===== src/sv/qtg_ram.sv =====
// Generic single-write, single-read synchronous RAM with registered read data.
module qtg_ram #(
    parameter int WIDTH = 32,
    parameter int DEPTH = 8,
    parameter int AW    = (DEPTH > 1) ? $clog2(DEPTH) : 1
) (
    input  logic             i_clk,
    input  logic             i_we,
    input  logic [AW-1:0]    i_waddr,
    input  logic [WIDTH-1:0] i_wdata,
    input  logic [AW-1:0]    i_raddr,
    output logic [WIDTH-1:0] o_rdata
);

    logic [WIDTH-1:0] r_mem [DEPTH];

    always_ff @(posedge i_clk) begin
        if (i_we) begin
            r_mem[i_waddr] <= i_wdata;
        end
        o_rdata <= r_mem[i_raddr];
    end

endmodule


===== config.mk =====
export PLATFORM = sky130hd
export DESIGN_NAME = qtg_ram
export DESIGN_NICKNAME = d
export VERILOG_FILES = /design/src/sv/qtg_ram.sv
export SDC_FILE = /design/constraint.sdc
export NUM_CORES = 1
export LEC_CHECK = 0
export BUFFER_PORTS_ARGS = -buffer_cell sky130_fd_sc_hd__buf_2
export CAP_MARGIN = 40
export CORE_UTILIZATION = 35
export DETAILED_ROUTE_END_ITERATION = 10
export PLACE_DENSITY = 0.59
export SLEW_MARGIN = 20
export SYNTH_ARGS = -nofsm -noshare
export SYNTH_HDL_FRONTEND = slang
export SYNTH_SLANG_ARGS = --single-unit

===== constraint.sdc =====
create_clock -name i_clk -period 8.6 [get_ports i_clk]
set_input_delay 0 -clock i_clk [delete_from_list [all_inputs] [get_ports i_clk]]
set_output_delay 0 -clock i_clk [all_outputs]
set_load 0.02 [all_outputs]

# Yosys cells after proc, flatten, opt, wreduce, memory -nomap -nowiden
# Memories as Yosys holds them, arrays and structs flattened. A register that Yosys moved wholly into a read port is not among the register bits.
# Cells that the tools add are included.
word_totals:
  regBits: 0
  rom_bits: 0
  latch_bits: 0
  ramBits: 256
  memories: 1
  out_inout_bits: 32
classes:
  eq_ne: 0
  muxes: 2
  addsub: 0
  mul: 0
  bitwise: 0
  shifts: 0
  div: 0
  reduce_logical: 0
  n_lt_le_gt_ge: 0
memory_table:
  columns: ["memory", "depth", "width", "read_ports", "rd_ports_with_merged_regs", "wr", "line", "source"]
  rows:
  - ["r_mem", 8, 32, 1, 1, 1, "15", "logic [WIDTH-1:0] r_mem [DEPTH];"]
ops:
  columns: ["operator", "n"]
  rows:
  - ["1-bit 2-to-1 mux", 2]

# Depth between registers and ports, before layout
# Gate-level depths: netlist of run 1.
depth:
  word_depth: 2
  depth_mapped: 4
  ltp_nobuf: 2

# Worst setup path after synthesis of run 1
# Ideal clock, no wire load.
synth_timing:
  path_kind: "input port to flip-flop"
  start: "input port i_waddr[2]"
  end: "memory r_mem[0][0], enable pin"
  cell_stages: 2
  setup_time_ps: 461
  path_buffers: 0
  setup_slack_ps: 5753
  t_arrival_ps: 2386
  t_required_ps: 8139
  path_cell_list: "nand2b_1 nor3_1"
synth_rtl:
  columns: ["element", "line", "source"]
  rows:
  - ["start: declaration", "9", "input logic [AW-1:0] i_waddr,"]
  - ["end: declaration", "15", null]
# No word-level cell before the write port.

# Worst setup path in the final report of run 1
layout_timing:
  start: "input port i_waddr[0]"
  end: "memory r_mem[6][26], enable pin"
# No word-level cell before the write port.

==> results of run 1 <==
registers in the layout, summed over array words and instances (netlist names):
register and cells:
o_rdata 32, r_mem 256
power by group:
group / switching (W) / internal (W)
logic: 0.0000953 / 0.0000820
registers: 0.0000142 / 0.00158
clock network: 0.000492 / 0.000675
total: 0.000601 / 0.00234
layer usage:
metal	part of all wire (%)	routed length, microns	vias to the layer above	global-route usage, %
li1	-	-	2055	-
met3	4.3	856	31	2.502
met5	0	0	-	0
met1	44	8779	2428	18.03
met2	49	9789	113	21.28
met4	2.2	443	0	3.804
worst max-delay path, cell delays in order:
cell	delay, ns
dlygate4sd3_1	0.53
buf_2	0.15
nand2b_1	0.22
nor2_4	0.46
buf_4	0.45
cells by family after synthesis:
| logic type | Yosys count | share of synthesized area, % |
|---|---|---|
| buf+inv | 18 | 1.219 |
| flops | 288 | 79.57 |
| mux | 96 | 18.65 |
| simple gates | 13 | 0.5619 |
synth_stat cells (all sizes together):
library cell  count
mux2             32
nand2             2
clkbuf            1
nor3              2
dfxtp            32
edfxtp          256
buf              17
nand2b            3
mux4             64
nor2              6
layout make-up:
cell class	instances	area [sq um]
fillers	2496	16480
repair buffers	120	855.8
clock inverters	5	30.03
multi-input cells	109	2066
flip-flops and latches	288	8328
well taps	384	480.5
clock buffers	46	852.1
metrics by stage:
step / util (%) / instance area [sq um]
after floorplan: - / 10470
after global placement: 38.89 / 11310
after detailed placement: 39.06 / 11360
after CTS: 43.26 / 12580
after global routing: 43.35 / 12610
final: 43.35 / 12610
worst max path at each step:
stage / from / slack (ns) / to / depth (start not counted)
6_report: i_waddr[0] / 6.97 / r_mem[6][26] / 5
5_1_grt: i_waddr[0] / 6.86 / r_mem[6][24] / 5
4_1_cts: i_waddr[0] / 6.94 / r_mem[6][31] / 5
3_5_place_dp: i_raddr[0] / 6.41 / o_rdata[3] / 4
3_3_place_gp: i_raddr[0] / 6.41 / o_rdata[25] / 4
2_1_floorplan: i_waddr[2] / 5.75 / r_mem[0][0] / 2
repair_timing:
action	in CTS	in global routing
hold buffers	34	0
buffers inserted	0	0
endpoints found under the hold margin	259	0
==> metrics.cfg, run 1 <==
[final_layout]
n_antenna_cell = 0
final_cell_mix = 256 x edfxtp_1, 70 x buf_2, 40 x mux4_1
final_cell_count_no_fill = 952
final_net_count = 589
mostFrequentLayoutCell = edfxtp_1
area_growth_pct = 20.50
drive_above_1_share_pct = 32.75

[hold_path]
whs_path_depth = 3
hold_end = r_mem[4][12]
min_path_type = in -> reg
hp-start = i_waddr[1]

[placement]
dpl.cell_count = 866
place.gp.congestion = 0.6755
portBuffers = 71
place_ws_ns = 6.407
dp_hpwl_microns = 10630

[setup_path]
required_ns = 8.80
critPathMaxFanout = 19
arrival_ns = 1.83
crit_path_end_kind = flop
critPathLaunchType = primary input
rr_startpoint = r_mem[1][1]
crit_type = in -> reg
reg2reg_depth = 2
timing.rr.end = o_rdata[1]
r2r_slack_ns = 7.32

[timing]
period_share_pct = 18.94
setup_slack_ns = 6.971
drv_slew = 0
setup_viol = 0
fmax_mhz = 614.0
hold_viol = 0
tightest_slew_ns = 0.5984
slew-limit-headroom_pct = 60.10
finClkSkew_ns = 0.01182
finalCriticalPeriod_ns = 1.629
rsz0062_at_grt = false
hold_ws_ns = 0.03383
fin_setup_tns_ns = 0

[clock_network]
worst_skew_pair.late_latency_ns = 0.54
clock_tree.root_cell = clkbuf_16
cts_tree = built
cts_buffers = 30
cts.reportedPaths.clkPinSlew_ns = 0.06
cts-resized-gates = 0
clock_sinks = 288
max-clock-path-buffers = 3
cts-htree-levels = 1

[die]
die_w_microns = 174.9
core_area_sq_um = 29090
fp-row-count = 62
die_area_sq_um = 30600
ios = 72
initial_core_util_pct = 35.98
chipHeight_microns = 174.9

[route]
num_vias = 4627
routedWlPerCell_microns = 20.87
first_pass_iters = 4
postRouteWirelength_microns = 19870
drtIter0Drc = 331
vias_per_cell = 4.860
antenna_left = 0
drcViolationCount = 0

[synthesis]
yosys_register_bits = 288
avgSynthCellArea_sq_um = 25.22
syn_area_sq_um = 10470
syn_inst = 415
synth-seq-area-share_pct = 79.57
synth_area_leaders = edfxtp_1 73%, mux4_1 10%, dfxtp_1 6.1%
synth_fp_nets = 455
ys_warn_count = 0
ys_types = 13
synth_top_area_share_pct = 73.45
synth_top_area_cell = edfxtp_1

[pwr]
p_leak_nw = 4.266
total_power_w = 0.002939
p_per_area_nw_per_um2 = 233.0
vdd_ir_drop_max_uv = 162.6

[global_routing]
antenna_found_initial = 0
grt_pass1_vias = 5029
track_usage_pct = 13.12
grt_max_degree = 45
gr-total-overflow = 0
grt_pass1_wl_microns = 29970

[status]
status = completed

[flow_run]
drv_cap = 0

(Power assumes the default switching activity.)
==> run 2, diff against run 1 <==
PLACE_DENSITY = 0.61   (was 0.59)
clock period = 1.4 ns   (was 8.6 ns; I/O delays follow)
==> run 2 against run 1 <==
- via count fell by 0.54%
- sequential power rose to 6.2 times the previous value
- setup slack got worse by 6.9 ns
- register-to-register slack got worse by 7.2 ns
- clock-buffer cell count fell by 7
- global-route usage rose by 0.20 points
- clock skew fell by 0.0048 ns
- wire length rose by 0.45%
- utilization rose by 0.94 points
- combinational power rose to 6.5 times the previous value
- critical path type is now reg -> reg
- highest routed layer unchanged
==> metrics.cfg, run 2 (synthesized netlist as in run 1, its figures left out) <==
[placement]
place_ws_ns = 0.03973  ; was 6.407 ns
dpl.cell_count = 879  ; was 866
place.gp.congestion = 0.6747  ; was 0.6755
dp_hpwl_microns = 11640  ; was 10630 microns
portBuffers = 71  ; unchanged

[final_layout]
top_register = r_mem  ; unchanged
mostFrequentLayoutCell = edfxtp_1  ; unchanged
largest_register_ffs = 256  ; unchanged
final_net_count = 597  ; was 589
n_antenna_cell = 0  ; unchanged
post-route-util_pct = 44.30  ; was 43.35%
area_growth_pct = 23.12  ; was 20.50%
top_regs = r_mem (256), o_rdata (32)  ; unchanged
drive_above_1_share_pct = 34.89  ; was 32.75%
final_cell_mix = 256 x edfxtp_1, 70 x buf_2, 40 x mux4_1  ; unchanged
final_cell_count_no_fill = 963  ; was 952

[timing]
slew-limit-headroom_pct = 75.76  ; was 60.10%
drv_slew = 0  ; unchanged
hold_viol = 0  ; unchanged
rsz0062_at_grt = false  ; unchanged
fin_setup_tns_ns = 0  ; unchanged
finalCriticalPeriod_ns = 1.287
setup_viol = 0  ; unchanged
tightest_slew_ns = 0.3628  ; was 0.5984 ns
fmax_mhz = 777.2
period_share_pct = 91.91
setup_slack_ns = 0.1133  ; was 6.971 ns
finClkSkew_ns = 0.006976  ; was 0.01182 ns

[die]
fp-row-count = 62  ; unchanged
die_w_microns = 174.9  ; unchanged
ios = 72  ; unchanged
core_area_sq_um = 29090  ; unchanged
die_area_sq_um = 30600  ; unchanged
initial_core_util_pct = 35.98  ; unchanged
chipHeight_microns = 174.9  ; unchanged

[route]
first_pass_iters = 4  ; unchanged
num_vias = 4602  ; was 4627
drcViolationCount = 0  ; unchanged
routedWlPerCell_microns = 20.72  ; was 20.87 microns
postRouteWirelength_microns = 19960  ; was 19870 microns
vias_per_cell = 4.779  ; was 4.860
antenna_left = 0  ; unchanged
drtIter0Drc = 340  ; was 331

[setup_path]
critPathMaxFanout = 1  ; was 19
timing.rr.end = o_rdata[25]  ; was o_rdata[1]
crit_path_end_kind = flop  ; unchanged
r2r_slack_ns = 0.11  ; was 7.32 ns
startpoint = r_mem[3][25]  ; was i_waddr[0]
rr_startpoint = r_mem[3][25]  ; was r_mem[1][1]
required_ns = 1.82  ; was 8.80 ns
setup.worst_path.end = o_rdata[25]  ; was r_mem[6][26]
reg2reg_depth = 2  ; unchanged
critPathLaunchType = flop  ; was primary input
crit_type = reg -> reg  ; was in -> reg
arrival_ns = 1.70  ; was 1.83 ns

[pwr]
vdd_ir_drop_max_uv = 939.8  ; was 162.6 uV
p_per_area_nw_per_um2 = 1396  ; was 233.0 nW/um^2
total_power_w = 0.01799  ; was 0.002939 W
p_leak_nw = 4.383  ; was 4.266 nW

[clock_network]
clock_sinks = 288  ; unchanged
worst_skew_pair.late_latency_ns = 0.52  ; was 0.54 ns
cts-htree-levels = 1  ; unchanged
cts_tree = built  ; unchanged
post_cts_buffers = 0  ; unchanged
cts.reportedPaths.clkPinSlew_ns = 0.06  ; about the same
clock_tree.root_cell = clkbuf_16  ; unchanged
max-clock-path-buffers = 3  ; unchanged
cts_buffers = 28  ; was 30

[global_routing]
grt_pass1_vias = 4928  ; was 5029
grt_max_degree = 33  ; was 45
antenna_found_initial = 0  ; unchanged
gr-total-overflow = 0  ; unchanged
track_usage_pct = 13.31  ; was 13.12%
grt_pass1_wl_microns = 30050  ; was 29970 microns

[hold_path]
min_path_type = in -> reg  ; unchanged

[status]
status = completed  ; unchanged

[flow_run]
drv_cap = 0  ; unchanged

[run 2: cell types whose count changed in the layout (fill, tap and decap cells not counted), moves of 2 or more]
cell and change:
buf_12 +17, clkbuf_1 -5, clkinv_2 +5, buf_4 -4, clkinv_1 +3, clkbuf_16 -2, dlygate4sd3_1 -2, nor3_2 -2
nor3_4 +2
[run 2: how the worst min path moves through the flow]
stage                from            to  slack [ns]  cells past startpoint
3_5_place_dp   i_wdata[6]   r_mem[4][6]        0.27                      1
6_report       i_waddr[1]  r_mem[0][14]        0.05                      3
4_1_cts        i_waddr[1]  r_mem[0][14]        0.03                      3
2_1_floorplan  i_wdata[0]   r_mem[0][0]         0.1                      0
3_3_place_gp   i_wdata[8]   r_mem[7][8]        0.25                      1
5_1_grt        i_raddr[1]   o_rdata[27]        0.04                      3
[run 2: worst max-delay path, cell delays in order (launching register included)]
cell      delay (ns)
edfxtp_1        0.38
mux4_1          0.53
mux2_2          0.28
[run 2: cell type report]
class,count,area [sq um]
fill,2460,16200
sequential,288,8328
multi-input combinational,109,2086
timing repair buffer,130,1119
clock buffer,39,783.3
tap,384,480.5
clock inverter,13,90.09
[run 2: where the power goes]
part,internal [W],switching (W)
registers,0.00971,0.0000914
logic,0.000551,0.000595
clock network,0.00408,0.00297
[run 2: what timing repair did]
| action | in CTS | in global routing |
|---|---|---|
| endpoints found under the hold margin | 256 | 0 |
| resized for setup | 0 | 0 |
| hold buffers | 32 | 0 |
[run 2: per-layer routing]
metal	track usage [%]	vias up	wire length, microns
li1	-	2078	-
met1	17.35	2417	8772
met2	23.13	88	10180
met3	2.502	19	767
met4	2.899	0	236
met5	0	-	0
[run 2: per-stage QoR]
step,area (sq um),hold WS [ns]
2_1_floorplan,10510,0.09887
3_3_place_gp,11690,0.2513
3_5_place_dp,11690,0.2690
4_1_cts,12890,0.03049
5_1_grt,12890,0.04467
6_report,12890,0.05236
==> run 3, diff against run 2 <==
CELL_PAD_IN_SITES_DETAIL_PLACEMENT = 0   (was unset)
CELL_PAD_IN_SITES_GLOBAL_PLACEMENT = 1   (was unset)
PLACE_DENSITY = 0.66   (was 0.61)
==> run 3 against run 2 <==
- via count down 1.3%
- combinational power about the same
- setup slack better by 0.020 ns
- cell count down 0.83%
- global-route usage down 0.81 points
- clock-buffer cell count up 9
- power up 1.4%
- sequential share of layout area up 0.38 points
- wire length down 5.2%
- utilization down 0.26 points
- worst hold slack about the same
==> metrics.cfg, run 3 (synthesized netlist as in run 1, its figures left out) <==
[die]
die_area_sq_um = 30600  ; unchanged
die_w_microns = 174.9  ; unchanged
initial_core_util_pct = 35.98  ; unchanged
core_area_sq_um = 29090  ; unchanged
ios = 72  ; unchanged
chipHeight_microns = 174.9  ; unchanged
fp-row-count = 62  ; unchanged

[placement]
place_ws_ns = 0.02381  ; was 0.03973 ns
portBuffers = 71  ; unchanged
place.gp.congestion = 0.6292  ; was 0.6747
dp_hpwl_microns = 9942  ; was 11640 microns
dpl.cell_count = 869  ; was 879
placed_cell_area_sq_um = 11570  ; was 11690 sq um

[clock_network]
cts-resized-gates = 0  ; unchanged
max-clock-path-buffers = 3  ; unchanged
cts.reportedPaths.clkPinSlew_ns = 0.06  ; about the same
cts_hold_buf = 32  ; unchanged
cts_tree = built  ; unchanged
clock_tree.root_cell = clkbuf_16  ; unchanged
cts_buffers = 29  ; was 28
post_cts_buffers = 0  ; unchanged
clock_sinks = 288  ; unchanged
worst_skew_pair.late_latency_ns = 0.53  ; was 0.52 ns
cts-htree-levels = 1  ; unchanged

[global_routing]
grt_pass1_wl_microns = 28560  ; was 30050 microns
grt_pass1_vias = 4876  ; was 4928
track_usage_pct = 12.50  ; was 13.31%
antenna_found_initial = 1  ; was 0
gr-total-overflow = 0  ; unchanged
grt_max_degree = 33  ; unchanged

[final_layout]
num-fill-cells = 2496  ; was 2460
area_growth_pct = 22.39  ; was 23.12%
top_register = r_mem  ; unchanged
design_area_sq_um = 12810  ; was 12890 sq um
final_cell_count_no_fill = 955  ; was 963
final_net_count = 588  ; was 597
final_cell_mix = 256 x edfxtp_1, 69 x buf_2, 40 x mux4_1  ; was 256 x edfxtp_1, 70 x buf_2, 40 x mux4_1
top_regs = r_mem (256), o_rdata (32)  ; unchanged
mostFrequentLayoutCell = edfxtp_1  ; unchanged
largest_register_ffs = 256  ; unchanged
drive_above_1_share_pct = 34.04  ; was 34.89%

[route]
drcViolationCount = 0  ; unchanged
routedWlPerCell_microns = 19.81  ; was 20.72 microns
postRouteWirelength_microns = 18920  ; was 19960 microns
drtIter0Drc = 305  ; was 340
vias_per_cell = 4.754  ; was 4.779
first_pass_iters = 4  ; unchanged
num_vias = 4540  ; was 4602
antenna_left = 0  ; unchanged

[setup_path]
critPathBufInv = 0  ; unchanged
critPathLaunchType = flop  ; unchanged
reg2reg_depth = 2  ; unchanged
cpMaxStageDelayCell = mux4_2  ; was mux4_1
crit_type = reg -> reg  ; unchanged
cpPeakStageDelay_ns = 0.48  ; was 0.53 ns
critPathTopFamily = multiplexers  ; unchanged
required_ns = 1.81  ; was 1.82 ns
crit_path_end_kind = flop  ; unchanged
crit_chain = mux4_2 -> mux2_2  ; was mux4_1 -> mux2_2
arrival_ns = 1.67  ; was 1.70 ns
timing.rr.end = o_rdata[30]  ; was o_rdata[25]
rr_startpoint = r_mem[5][30]  ; was r_mem[3][25]
critPathMaxFanout = 1  ; unchanged
r2r_slack_ns = 0.13  ; was 0.11 ns

[timing]
rsz0062_at_grt = false  ; unchanged
finalCriticalPeriod_ns = 1.266  ; was 1.287 ns
slew-limit-headroom_pct = 75.24  ; was 75.76%
fin_setup_tns_ns = 0  ; unchanged
finClkSkew_ns = 0.005794  ; was 0.006976 ns
setup_slack_ns = 0.1337  ; was 0.1133 ns
setup_viol = 0  ; unchanged
hold_ws_ns = 0.05252  ; was 0.05236 ns
hold_viol = 0  ; unchanged
fmax_mhz = 789.7  ; was 777.2 MHz
drv_slew = 0  ; unchanged
tightest_slew_ns = 0.3705  ; was 0.3628 ns
period_share_pct = 90.45  ; was 91.91%

[hold_path]
hold_end = o_rdata[0]  ; was r_mem[0][14]
min_path_type = in -> reg  ; unchanged
whs_path_depth = 3  ; unchanged
hp-start = i_raddr[1]  ; was i_waddr[1]

[pwr]
p_leak_nw = 4.339  ; was 4.383 nW
p_per_area_nw_per_um2 = 1425  ; was 1396 nW/um^2
vdd_ir_drop_max_uv = 741.6  ; was 939.8 uV

[flow_run]
drv_cap = 0  ; unchanged

[status]
status = completed  ; unchanged

[run 3: worst max-delay path by stage]
| stage | start | endpoint | slack (ns) | cells past startpoint |
|---|---|---|---|---|
| after floorplan | i_we | r_mem[5][0] | -0.03 | 2 |
| after detailed placement | i_raddr[0] | o_rdata[23] | 0.02 | 4 |
| after global placement | i_raddr[0] | o_rdata[7] | 0.03 | 4 |
| final | r_mem[5][30] | o_rdata[30] | 0.13 | 2 |
| after CTS | r_mem[3][27] | o_rdata[27] | 0.12 | 2 |
| after global routing | r_mem[3][17] | o_rdata[17] | 0.10 | 2 |
[run 3: power breakdown]
group / internal (W) / total, W / switching, W
Sequential: 0.00971 / 0.00979 / 0.0000845
Combinational: 0.000540 / 0.00112 / 0.000581
Clock: 0.00437 / 0.00734 / 0.00297
Total: 0.0146 / 0.0182 / 0.00363
[run 3: metal layers]
metal | up-vias | wire length [microns] | global-route usage, %
met4 | 0 | 362 | 2.935
met3 | 27 | 798 | 2.611
met2 | 95 | 9592 | 21.79
met1 | 2368 | 8164 | 15.95
met5 | - | 0 | 0
li1 | 2050 | - | -
[run 3: through the flow]
stage	util [%]	power, W
4_1_cts	44.03	0.01845
6_report	44.03	0.01825
3_5_place_dp	39.77	0.01105
3_3_place_gp	39.77	0.01101
5_1_grt	44.03	0.01884
2_1_floorplan	-	0.01058
[run 3: layout make-up]
type                    instances  area (sq um)  share of cell area (%)
clock buffers                  48         867.1                   6.769
diodes                          1         2.502                 0.01954
clock inverters                 5         50.05                  0.3907
well taps                     384         480.5                   3.751
multi-input cells             109          2086                   16.28
repair buffers                120         996.0                   7.775
flip-flops and latches        288          8328                   65.01
[run 3: worst min-delay path, stage by stage]
cell and delay (ns):
buf_2 0.11, buf_12 0.19, mux2_2 0.24
